[src/hw/rtl/tdfs_pkg.sv]
// ---------------------------------------------------------------------------
// tdfs_pkg
// Types and constants shared by the two-wire display frame sender.
// ---------------------------------------------------------------------------
package tdfs_pkg;

	localparam int QUEUE_DEPTH_DEF = 8;
	localparam int FRAME_BYTES_DEF = 7;
	localparam int MAX_BYTES       = 7;
	localparam int LEN_W           = 3;
	localparam int NACK_W          = 8;
	localparam int STEP_W          = 4;

	typedef enum logic [1:0] {
		FUNC_ENQ    = 2'd0,
		FUNC_TICK   = 2'd1,
		FUNC_CLEAR  = 2'd2,
		FUNC_STATUS = 2'd3
	} func_t;

	// Bus phase of the bit sequencer
	typedef enum logic [5:0] {
		PH_IDLE  = 6'b000001,
		PH_START = 6'b000010,
		PH_WRITE = 6'b000100,
		PH_ACK   = 6'b001000,
		PH_STOP  = 6'b010000,
		PH_DONE  = 6'b100000
	} phase_t;

	typedef struct packed {
		logic [1:0]       func;
		logic [LEN_W-1:0] frame_length;
		logic [7:0]       byte0;
		logic [7:0]       byte1;
		logic [7:0]       byte2;
		logic [7:0]       byte3;
		logic [7:0]       byte4;
		logic [7:0]       byte5;
		logic [7:0]       byte6;
		logic             dio_sense;
	} item_t;

	typedef struct packed {
		logic accepted;
		logic clk_level;
		logic dio_level;
		logic clock_pulsed;
		logic ack_ok;
		logic busy_res;
	} result_t;

	// Classified word handed from front to back
	typedef struct packed {
		func_t                  kind;
		logic                   len_zero;
		logic [LEN_W-1:0]       len;
		logic [MAX_BYTES*8-1:0] bytes;
		logic                   sense;
	} op_t;

	typedef struct packed {
		logic empty;
		logic full;
		logic empty_d;
	} ring_stat_t;

	typedef struct packed {
		logic pop;
		logic clk_level;
		logic dio_level;
		logic pulsed;
		logic idle_d;
		logic nack_zero_q;
		logic nack_zero_d;
	} seq_stat_t;

endpackage

[src/hw/rtl/tdfs_fifo2.sv]
// ---------------------------------------------------------------------------
// tdfs_fifo2
// Two-entry register queue; push and pop may happen in the same cycle.
// ---------------------------------------------------------------------------
module tdfs_fifo2 #(
	parameter int WIDTH = 1
) (
	input  logic             clk,
	input  logic             arst_n,
	input  logic             push,
	output logic             full,
	input  logic [WIDTH-1:0] wdata,
	input  logic             pop,
	output logic             empty,
	output logic [WIDTH-1:0] rdata
);

	logic [WIDTH-1:0] slot_q [2];
	logic             wr_ptr_q;
	logic             rd_ptr_q;
	logic [1:0]       cnt_q;
	logic             do_push;
	logic             do_pop;

	assign full    = (cnt_q == 2'd2);
	assign empty   = (cnt_q == 2'd0);
	assign do_push = push && !full;
	assign do_pop  = pop && !empty;
	assign rdata   = slot_q[rd_ptr_q];

	// Pointers and fill count
	always_ff @(posedge clk or negedge arst_n) begin
		if (!arst_n) begin
			wr_ptr_q <= 1'b0;
			rd_ptr_q <= 1'b0;
			cnt_q    <= 2'd0;
		end else begin
			if (do_push) wr_ptr_q <= !wr_ptr_q;
			if (do_pop) rd_ptr_q <= !rd_ptr_q;
			cnt_q <= cnt_q + 2'(do_push) - 2'(do_pop);
		end
	end

	// Storage
	always_ff @(posedge clk) begin
		if (do_push) slot_q[wr_ptr_q] <= wdata;
	end

endmodule

[src/hw/rtl/tdfs_front.sv]
// ---------------------------------------------------------------------------
// tdfs_front
// Takes input words, classifies them and queues them for the back end.
// ---------------------------------------------------------------------------
module tdfs_front #(
	parameter int FRAME_BYTES = tdfs_pkg::FRAME_BYTES_DEF
) (
	input  logic           clk,
	input  logic           arst_n,
	input  logic           push,
	output logic           full,
	input  tdfs_pkg::item_t item,
	input  logic           op_pop,
	output logic           op_valid,
	output tdfs_pkg::op_t  op
);

	import tdfs_pkg::*;

	op_t        cls;
	logic       op_empty;
	logic [$bits(op_t)-1:0] op_raw;

	// Decode function, check and clamp frame length, pack bytes
	always_comb begin
		cls.kind     = func_t'(item.func);
		cls.len_zero = (item.frame_length == '0);
		cls.len      = (item.frame_length > LEN_W'(FRAME_BYTES)) ?
			LEN_W'(FRAME_BYTES) : item.frame_length;
		cls.bytes    = {item.byte6, item.byte5, item.byte4, item.byte3,
			item.byte2, item.byte1, item.byte0};
		cls.sense    = item.dio_sense;
	end

	tdfs_fifo2 #(.WIDTH($bits(op_t))) u_opq (
		.clk   (clk),
		.arst_n(arst_n),
		.push  (push),
		.full  (full),
		.wdata (cls),
		.pop   (op_pop),
		.empty (op_empty),
		.rdata (op_raw)
	);

	assign op_valid = !op_empty;
	assign op       = op_t'(op_raw);

endmodule

[src/hw/rtl/tdfs_ring.sv]
// ---------------------------------------------------------------------------
// tdfs_ring
// Frame ring: holds up to depth-1 frames, registered read at the tail.
// ---------------------------------------------------------------------------
module tdfs_ring #(
	parameter int QUEUE_DEPTH = tdfs_pkg::QUEUE_DEPTH_DEF,
	parameter int FRAME_BYTES = tdfs_pkg::FRAME_BYTES_DEF
) (
	input  logic                            clk,
	input  logic                            arst_n,
	input  logic                            wr_en,
	input  logic [tdfs_pkg::LEN_W-1:0]      wr_len,
	input  logic [FRAME_BYTES*8-1:0]        wr_bytes,
	input  logic                            pop,
	output tdfs_pkg::ring_stat_t            stat,
	output logic [tdfs_pkg::LEN_W-1:0]      rd_len,
	output logic [FRAME_BYTES*8-1:0]        rd_bytes
);

	import tdfs_pkg::*;

	localparam int PW = (QUEUE_DEPTH > 1) ? $clog2(QUEUE_DEPTH) : 1;
	localparam int EW = FRAME_BYTES * 8 + LEN_W;

	logic [EW-1:0] mem_q [QUEUE_DEPTH];
	logic [EW-1:0] rd_q;
	logic [PW-1:0] head_q;
	logic [PW-1:0] tail_q;
	logic [PW-1:0] head_inc;
	logic [PW-1:0] tail_inc;
	logic [PW-1:0] head_d;
	logic [PW-1:0] tail_d;

	// Wrapping increments
	assign head_inc = (head_q == PW'(QUEUE_DEPTH - 1)) ? '0 : head_q + PW'(1);
	assign tail_inc = (tail_q == PW'(QUEUE_DEPTH - 1)) ? '0 : tail_q + PW'(1);
	assign head_d   = wr_en ? head_inc : head_q;
	assign tail_d   = pop ? tail_inc : tail_q;

	assign stat.empty   = (head_q == tail_q);
	assign stat.full    = (head_inc == tail_q);
	assign stat.empty_d = (head_d == tail_d);

	always_ff @(posedge clk or negedge arst_n) begin
		if (!arst_n) begin
			head_q <= '0;
			tail_q <= '0;
		end else begin
			head_q <= head_d;
			tail_q <= tail_d;
		end
	end

	// Frame storage; tail entry read every cycle
	always_ff @(posedge clk) begin
		if (wr_en) mem_q[head_q] <= {wr_len, wr_bytes};
		rd_q <= mem_q[tail_q];
	end

	assign rd_len   = rd_q[EW-1 -: LEN_W];
	assign rd_bytes = rd_q[FRAME_BYTES*8-1:0];

endmodule

[src/hw/rtl/tdfs_seq.sv]
// ---------------------------------------------------------------------------
// tdfs_seq
// Bit-level bus sequencer: start, bytes LSB first, acknowledge, stop.
// ---------------------------------------------------------------------------
module tdfs_seq #(
	parameter int FRAME_BYTES = tdfs_pkg::FRAME_BYTES_DEF
) (
	input  logic                       clk,
	input  logic                       arst_n,
	input  logic                       tick,
	input  logic                       clear,
	input  logic                       sense,
	input  logic                       ring_empty,
	input  logic [tdfs_pkg::LEN_W-1:0] rd_len,
	input  logic [FRAME_BYTES*8-1:0]   rd_bytes,
	output tdfs_pkg::seq_stat_t        stat
);

	import tdfs_pkg::*;

	localparam int BIW = (FRAME_BYTES > 1) ? $clog2(FRAME_BYTES) : 1;

	phase_t                 phase_q, phase_d;
	logic [STEP_W-1:0]      step_q, step_d;
	logic [FRAME_BYTES*8-1:0] active_q;
	logic [LEN_W-1:0]       left_q, left_d;
	logic [BIW-1:0]         idx_q, idx_d;
	logic [NACK_W-1:0]      nack_q, nack_d;
	logic                   clk_q, clk_d;
	logic                   dio_q, dio_d;
	logic                   load_q;
	logic                   pop;
	logic                   pulsed;
	logic [FRAME_BYTES*8-1:0] sel;

	// Current byte, shifted to the bottom; the bit is picked from it in the write phase
	assign sel = active_q >> {idx_q, 3'b000};

	// Next-state logic of the bus phases
	always_comb begin
		phase_d = phase_q;
		step_d  = step_q;
		left_d  = left_q;
		idx_d   = idx_q;
		nack_d  = nack_q;
		clk_d   = clk_q;
		dio_d   = dio_q;
		pop     = 1'b0;
		pulsed  = 1'b0;
		if (clear) begin
			nack_d = '0;
		end
		if (tick) begin
			case (phase_q)
				PH_IDLE: begin
					if (!ring_empty) begin
						pop     = 1'b1;
						idx_d   = '0;
						step_d  = '0;
						phase_d = PH_START;
					end
				end
				PH_START: begin
					if (step_q == 4'd0) begin
						dio_d  = 1'b1;
						clk_d  = 1'b1;
						step_d = 4'd1;
					end else if (step_q == 4'd1) begin
						dio_d  = 1'b0;
						step_d = 4'd2;
					end else begin
						clk_d   = 1'b0;
						step_d  = 4'd0;
						phase_d = PH_WRITE;
					end
				end
				PH_WRITE: begin
					if (step_q < 4'd8) begin
						dio_d  = sel[step_q[2:0]];
						clk_d  = 1'b1;
						pulsed = 1'b1;
						step_d = step_q + 4'd1;
					end else if (step_q == 4'd8) begin
						clk_d  = 1'b0;
						dio_d  = 1'b1;
						step_d = 4'd9;
					end else begin
						clk_d   = 1'b1;
						step_d  = 4'd0;
						phase_d = PH_ACK;
					end
				end
				PH_ACK: begin
					if (step_q == 4'd0) begin
						if (sense && nack_q != {NACK_W{1'b1}}) nack_d = nack_q + NACK_W'(1);
						step_d = 4'd1;
					end else begin
						clk_d  = 1'b0;
						step_d = 4'd0;
						if (left_q > LEN_W'(1)) begin
							left_d  = left_q - LEN_W'(1);
							idx_d   = idx_q + BIW'(1);
							phase_d = PH_WRITE;
						end else begin
							phase_d = PH_STOP;
						end
					end
				end
				PH_STOP: begin
					if (step_q == 4'd0) begin
						clk_d  = 1'b0;
						step_d = 4'd1;
					end else if (step_q == 4'd1) begin
						dio_d  = 1'b0;
						step_d = 4'd2;
					end else if (step_q == 4'd2) begin
						clk_d  = 1'b1;
						step_d = 4'd3;
					end else begin
						dio_d   = 1'b1;
						step_d  = 4'd0;
						phase_d = PH_DONE;
					end
				end
				default: begin
					step_d  = 4'd0;
					phase_d = PH_IDLE;
				end
			endcase
		end
	end

	// State registers; a popped frame passes through the ring's read register, then loads into active_q and left_q
	always_ff @(posedge clk or negedge arst_n) begin
		if (!arst_n) begin
			phase_q  <= PH_IDLE;
			step_q   <= '0;
			active_q <= '0;
			left_q   <= '0;
			idx_q    <= '0;
			nack_q   <= '0;
			clk_q    <= 1'b1;
			dio_q    <= 1'b1;
			load_q   <= 1'b0;
		end else begin
			phase_q <= phase_d;
			step_q  <= step_d;
			idx_q   <= idx_d;
			nack_q  <= nack_d;
			clk_q   <= clk_d;
			dio_q   <= dio_d;
			load_q  <= pop;
			if (load_q) begin
				active_q <= rd_bytes;
				left_q   <= rd_len;
			end else begin
				left_q <= left_d;
			end
		end
	end

	assign stat.pop         = pop;
	assign stat.clk_level   = clk_d;
	assign stat.dio_level   = dio_d;
	assign stat.pulsed      = pulsed;
	assign stat.idle_d      = (phase_d == PH_IDLE);
	assign stat.nack_zero_q = (nack_q == '0);
	assign stat.nack_zero_d = (nack_d == '0);

endmodule

[src/hw/rtl/two_wire_display_frame_sender.sv]
// ---------------------------------------------------------------------------
// two_wire_display_frame_sender
// Queues display frames and clocks them out on a two-wire bus, one step
// per tick word, with acknowledge counting.
// ---------------------------------------------------------------------------
// Result path: an input word is held in the word queue and its result word
// in the result queue, both registered; a full result queue holds the word back.
// Throughput: the back end executes one word per cycle unless the result queue is full.
// Both queues are two entries deep, so either side can stall independently.
// Reset: queues, ring pointers, sequencer and NACK count clear at once;
// bus lines go high. Ring contents are not cleared.
module two_wire_display_frame_sender #(
	parameter int QUEUE_DEPTH = tdfs_pkg::QUEUE_DEPTH_DEF,
	parameter int FRAME_BYTES = tdfs_pkg::FRAME_BYTES_DEF
) (
	input  logic              clk,
	input  logic              arst_n,
	input  logic              push,
	output logic              full,
	input  tdfs_pkg::item_t   item,
	output logic              empty,
	input  logic              pop,
	output tdfs_pkg::result_t result
);

	import tdfs_pkg::*;

	op_t        op;
	logic       op_valid;
	logic       res_full;
	logic       fire;
	logic       acc;
	ring_stat_t ring_stat;
	seq_stat_t  seq_stat;
	result_t    res;
	logic [LEN_W-1:0]         rd_len;
	logic [FRAME_BYTES*8-1:0] rd_bytes;
	logic [$bits(result_t)-1:0] res_raw;

	tdfs_front #(.FRAME_BYTES(FRAME_BYTES)) u_front (
		.clk     (clk),
		.arst_n  (arst_n),
		.push    (push),
		.full    (full),
		.item    (item),
		.op_pop  (fire),
		.op_valid(op_valid),
		.op      (op)
	);

	// Back end executes one word whenever a word waits and the result queue has room
	assign fire = op_valid && !res_full;
	assign acc  = fire && (op.kind == FUNC_ENQ) && !op.len_zero && !ring_stat.full;

	tdfs_ring #(.QUEUE_DEPTH(QUEUE_DEPTH), .FRAME_BYTES(FRAME_BYTES)) u_ring (
		.clk     (clk),
		.arst_n  (arst_n),
		.wr_en   (acc),
		.wr_len  (op.len),
		.wr_bytes(op.bytes[FRAME_BYTES*8-1:0]),
		.pop     (seq_stat.pop),
		.stat    (ring_stat),
		.rd_len  (rd_len),
		.rd_bytes(rd_bytes)
	);

	tdfs_seq #(.FRAME_BYTES(FRAME_BYTES)) u_seq (
		.clk       (clk),
		.arst_n    (arst_n),
		.tick      (fire && (op.kind == FUNC_TICK)),
		.clear     (fire && (op.kind == FUNC_CLEAR)),
		.sense     (op.sense),
		.ring_empty(ring_stat.empty),
		.rd_len    (rd_len),
		.rd_bytes  (rd_bytes),
		.stat      (seq_stat)
	);

	// Result word; a clear reports the NACK status from before the clear
	always_comb begin
		res.accepted     = acc;
		res.clk_level    = seq_stat.clk_level;
		res.dio_level    = seq_stat.dio_level;
		res.clock_pulsed = seq_stat.pulsed;
		res.ack_ok       = (op.kind == FUNC_CLEAR) ? seq_stat.nack_zero_q :
			seq_stat.nack_zero_d;
		res.busy_res     = !seq_stat.idle_d || !ring_stat.empty_d;
	end

	tdfs_fifo2 #(.WIDTH($bits(result_t))) u_resq (
		.clk   (clk),
		.arst_n(arst_n),
		.push  (fire),
		.full  (res_full),
		.wdata (res),
		.pop   (pop),
		.empty (empty),
		.rdata (res_raw)
	);

	assign result = result_t'(res_raw);

endmodule

[config.mk]
export PLATFORM = sky130hd
export DESIGN_NAME = two_wire_display_frame_sender
export DESIGN_NICKNAME = d
export VERILOG_FILES = /design/src/hw/rtl/tdfs_pkg.sv /design/src/hw/rtl/tdfs_fifo2.sv /design/src/hw/rtl/tdfs_front.sv /design/src/hw/rtl/tdfs_ring.sv /design/src/hw/rtl/tdfs_seq.sv /design/src/hw/rtl/two_wire_display_frame_sender.sv
export SDC_FILE = /design/constraint.sdc
export NUM_CORES = 1
export LEC_CHECK = 0
export BUFFER_PORTS_ARGS = -buffer_cell sky130_fd_sc_hd__buf_4
export CAP_MARGIN = 20
export CORE_MARGIN = 2
export CORE_UTILIZATION = 38
export DETAILED_ROUTE_END_ITERATION = 12
export PLACE_DENSITY_LB_ADDON = 0.08
export REMOVE_ABC_BUFFERS = 1
export SLEW_MARGIN = 5
export SYNTH_ARGS = -nofsm -noshare
export SYNTH_HDL_FRONTEND = slang
export SYNTH_HIERARCHICAL = 1
export SYNTH_SLANG_ARGS = --single-unit
export TNS_END_PERCENT = 20
[constraint.sdc]
create_clock -name clk -period 6.8 [get_ports clk]
set_input_delay 0.34 -clock clk [delete_from_list [all_inputs] [get_ports clk]]
set_output_delay 0.34 -clock clk [all_outputs]
set_load 0.05 [all_outputs]
* After elaboration in Yosys (flattened, before gate mapping) *
Memories as Yosys holds them, arrays and structs flattened. A register that Yosys moved wholly into a read port is not among the register bits.
Index checks and enable logic that the tools add are counted.

word-level totals
  bits in read-only memories = 0
  register bits after elaboration = 97
  input bits = 66
  latch bits = 0
  output and inout port bits = 8
  logic and storage cells = 171
  memory bits (writable) = 610
  memories kept = 3

memories
  name                  words  bits a word  read ports  clocked after Yosys merged registers in  write ports  line              RTL
  u_ring.mem_q          8      59           1           1                                        1            tdfs_ring.sv:25   logic [EW-1:0] mem_q [QUEUE_DEPTH];
  u_front.u_opq.slot_q  2      63           1           0                                        1            tdfs_fifo2.sv:18  logic [WIDTH-1:0] slot_q [2];
  u_resq.slot_q         2      6            1           0                                        1            tdfs_fifo2.sv:18

cells by class
  divide/modulo/power cells = 0
  add/sub/neg operators = 10
  eq/ne operators = 23
  shifts and indexed selects = 1
  multiply operators = 0
  magnitude comparators = 4
  reductions and logical operators = 38
  bitwise gates (word level) = 0
  multiplexer cells = 75

operators with widths
  cell                                                                   number
  6-bit two-way mux                                                      10
  56-bit by 6-bit right shift with 8-bit output                          1
  8-bit two-way mux                                                      5
  3-bit two-way mux                                                      13
  1-bit two-way mux                                                      32
  6-bit one-hot mux with 5 select lines                                  1
  4-bit two-way mux                                                      6
  4-bit one-hot mux with 5 select lines                                  1
  8-bit logical NOT                                                      2
  6-bit by 1-bit equality test with 1-bit output, second input constant  2
  1-bit logical NOT                                                      12
  1-bit logical AND                                                      11
  3-bit by 1-bit adder with 3-bit output, second input constant          3
  3-bit equality test                                                    3
  8-bit by 1-bit adder with 8-bit output, second input constant          1
  8-bit != test, second input constant                                   1
  2-bit nonzero test                                                     4
  3-bit by 7-bit < comparator with 1-bit output, second input constant   1
  2-bit equality test, second input constant                             3
  3-bit equality test, second input constant                             2
  6-bit by 2-bit equality test with 1-bit output, second input constant  1
  6-bit by 3-bit equality test with 1-bit output, second input constant  1
  6-bit by 4-bit equality test with 1-bit output, second input constant  1
  6-bit by 5-bit equality test with 1-bit output, second input constant  1
  26 further kinds                                                       33

* Longest topological paths before layout *
  word-level depth = 11
  gate-level depth with buffers = 14
  mapped depth without buffers = 11

* Cells and area by module *
Netlist, hierarchy kept.

by module, submodules not included
  module                         seq. area each (um2)  times used  area each (um2)  cells each
  tdfs_ring                      15504.9               1           19318.5          788
  tdfs_fifo2 (u_front.u_opq)     3883.7                1           5043.6           214
  tdfs_seq                       2080.7                1           4500.6           417
  tdfs_fifo2 (u_resq)            460.4                 1           633.1            37
  two_wire_display_frame_sender  0.0                   1           75.1             8
  tdfs_front                     0.0                   1           25.0             5

* Worst setup path before layout *
No wires, ideal clock.

  path kind = register to register
  start point = reg u_ring.tail_q[2]
  end point = mem u_ring/mem_q[0][0] (netlist bit), enable pin
  buffers on the path = 2
  data required time = 6.252 ns
  data arrival time = 5.637 ns
  setup slack = 0.615 ns
  setup time = 0.548 ns
  cell stages (with the launch flop) = 9
  path through = dfrtp_1 -> clkbuf_1 -> clkbuf_1 -> xor2_1 -> nor3_1 -> nor3_1 -> and3b_2 -> nand2b_1 -> nor3_1

RTL lines
  what                    line             RTL
  start, declared         tdfs_ring.sv:28  logic [PW-1:0] tail_q;
  start signal, assigned  tdfs_ring.sv:50  tail_q <= tail_d;
  end, declared           tdfs_ring.sv:25

==> impl_metrics.json <==
{
  "clock_latency_ns": 0.64,
  "syn_to_final_growth_pct": 16.9,
  "crit_family": "simple AND/OR/NAND/NOR gates",
  "antenna_found_initial": 0,
  "root_buffer": "clkbuf_16",
  "worst_slew_pin_slew_ns": 1.07,
  "cpPeakStageDelay_ns": 1.09,
  "grt_overflow_total": 0,
  "vias": 13800,
  "power_density_mw_per_mm2": 410,
  "grt_pass1_vias": 14900,
  "synth-seq-cells": 766,
  "yosysTopAreaCell": "edfxtp_1",
  "rsz0062_at_grt": "no",
  "min_period_over_period_pct": 59.4,
  "cts_buffers": 85,
  "status": "finished, final reports clean",
  "htree_levels": 3,
  "ctsHoldBuffers": 63,
  "synth_seq_area_share_pct": 74.1,
  "drcViolationCount": 0,
  "grt_max_degree": 88,
  "dieHeight_um": 283,
  "io_pins": 74,
  "path_buf_inv": 1,
  "synth-async-reset-ratio_pct": 12.7,
  "yosys.cell_count.top_type": "edfxtp_1",
  "clk_pin_slew_ns": 0.05,
  "hpwl_um": 34800,
  "wirelength_um": 61100,
  "maxSlewViolCount": 0,
  "ant_nets": 0,
  "port-buffer-count": 73,
  "power_leakage_nw": 11.8,
  "vias_per_cell": 5.04,
  "drive_gt1_share_pct": 33.5,
  "hold_slack_ns": 0.0739,
  "fin_skew_ns": 0.0250,
  "setup_viol": 0,
  "post_drt_wl_per_cell_um": 22.3,
  "fin_crit_ns": 4.04,
  "syn_inst": 1469,
  "syn_area_mm2": 0.0296,
  "row_count": 102,
  "crit_path_cell_trace": "xor2_1 -> nor3_1 -> nor3_1 -> and3b_2 -> nand2_1 -> nor2_4 -> buf_4",
  "clock-sinks": 766,
  "required_ns": 7.05,
  "relSlewSlack_pct": 28.4,
  "crit_path_frequent_cell": "nor3_1",
  "synth_top_area_share_pct": 61.9,
  "hold_violations": 0,
  "cts_resized": 0,
  "drtPass1Iterations": 4,
  "die_width_um": 283,
  "synth_common_cells": "edfxtp_1, mux2_2, mux4_2",
  "drt_iter0_drc": 829,
  "die-area_mm2": 0.0801,
  "post-cts-setup-buffers": 0,
  "synth.avg_cell_area_um2": 20.1,
  "min_path_type": "input port to flop",
  "cts_tree": "built",
  "synth_edf_count": 610,
  "critical_path_arrival_ns": 4.29,
  "core-area_mm2": 0.0773,
  "max-vdd-ir-drop_v": 0.000211,
  "setup_tns_ns": 0,
  "synth_flop_cell": "edfxtp_1",
  "start_kind": "flop",
  "synthTopCellsByArea": "edfxtp_1, mux4_2, dfrtp_1",
  "grt.total_usage_pct": 15.4,
  "cp_slowest_cell": "dfrtp_4",
  "synth_warnings": 6,
  "start_util_pct": 38.3,
  "end_kind": "flop",
  "grt_first_pass_wirelength_um": 93500,
  "place_congestion": 0.794,
  "drv_cap": 0,
  "clk_path_buf_depth": 3,
  "ys_types": 71,
  "cp_max_fo": 62,
  "path_class": "flop to flop",
  "antennaDiodeCount": 0,
  "max_freq_ghz": 0.248,
  "nets": 1719
}
sequential cells by signal (all words and copies together), names as in the netlist, 3 cells and up:
signal and count:
u_front/u_opq/slot_q 126, u_resq/slot_q 12, u_ring/head_q 3, u_ring/mem_q 472
u_ring/rd_q 59, u_ring/tail_q 3, u_seq/active_q 56, u_seq/idx_q 3
u_seq/left_q 3, u_seq/nack_q 8, u_seq/phase_q 6, u_seq/step_q 4
power by group:
part,switching (mW),internal (mW)
Sequential,0.463,6.21
Clock,1.82,2.61
Combinational,1.60,1.47
Total,3.89,10.3
worst paths after layout:
check,startpoint,endpoint,slack [ns],cells past startpoint
worst max-delay path,u_ring/tail_q[1],u_ring/mem_q[3][1],2.76,7
worst min-delay path,pop,u_resq/rd_ptr_q,0.07,3
worst max register to register,u_ring/tail_q[1],u_ring/mem_q[3][1],2.76,7
worst min register to register,u_ring/rd_q[57],u_seq/left_q[1],0.44,2
max in group asynchronous,arst_n,u_ring/tail_q[0],5.21,3
min in group asynchronous,arst_n,u_seq/nack_q[0],0.21,2
routing by layer:
metal,share of wire [%],up-vias,global-route usage (%)
met5,0,-,0
met4,2.5,0,4.71
met3,2.7,97,2.56
met2,49,208,25.5
met1,46,7353,21.1
li1,-,6191,-
logic make-up (layout without fill, tap and decap cells):
logic type	after synthesis	after routing	synth area share, %
compound gates	86	86	1.92
xor+xnor	24	24	0.710
fa+ha+maj	16	16	0.676
buf+inv	94	331	1.89
flops	766	766	74.1
mux	327	327	17.9
simple gates	156	156	2.84
layout make-up:
class	count	area [um^2]
Multi-Input combinational cell	609	7170
Inverter	18	67.6
Timing Repair Buffer	157	1360
Clock inverter	41	373
Tap cell	1040	1300
Fill cell	6756	42700
Clock buffer	115	2370
Sequential cell	766	21900
through the flow:
stage | total power [mW] | util [%] | instances | area [um^2] | setup WS [ns]
after detailed placement | 9.93 | 40.3 | 2526 | 31200 | 2.64
after global routing | 14.9 | 44.7 | 2746 | 34600 | 2.47
after CTS | 14.5 | 44.7 | 2745 | 34600 | 2.63
after global placement | 9.87 | 40.3 | 2526 | 31200 | 2.66
after floorplan | 9.03 | - | 1393 | 29100 | -3.03
final | 14.2 | 44.7 | 2746 | 34600 | 2.76
worst min-delay path, stage by stage:
cell and delay, ns:
buf_4 0.07, nor2b_2 0.16, xor2_1 0.08
cells in the final DEF, fill, tap and decap left out, types with 15 or more instances in the layout:
cell	synthesis	final
mux4_2	124	124
o21ai_0	29	29
clkbuf_16	0	87
nor2_1	38	31
nand2_1	30	30
buf_4	4	92
clkinv_2	0	15
inv_1	18	18
mux2_2	130	130
dfrtp_1	94	88
dfxtp_1	59	59
edfxtp_1	610	610
mux2_4	60	60
ha_1	16	16
clkbuf_1	37	19
xor2_1	16	16
dlygate4sd3_1	0	63
Power figures use the tool's default switching activity.
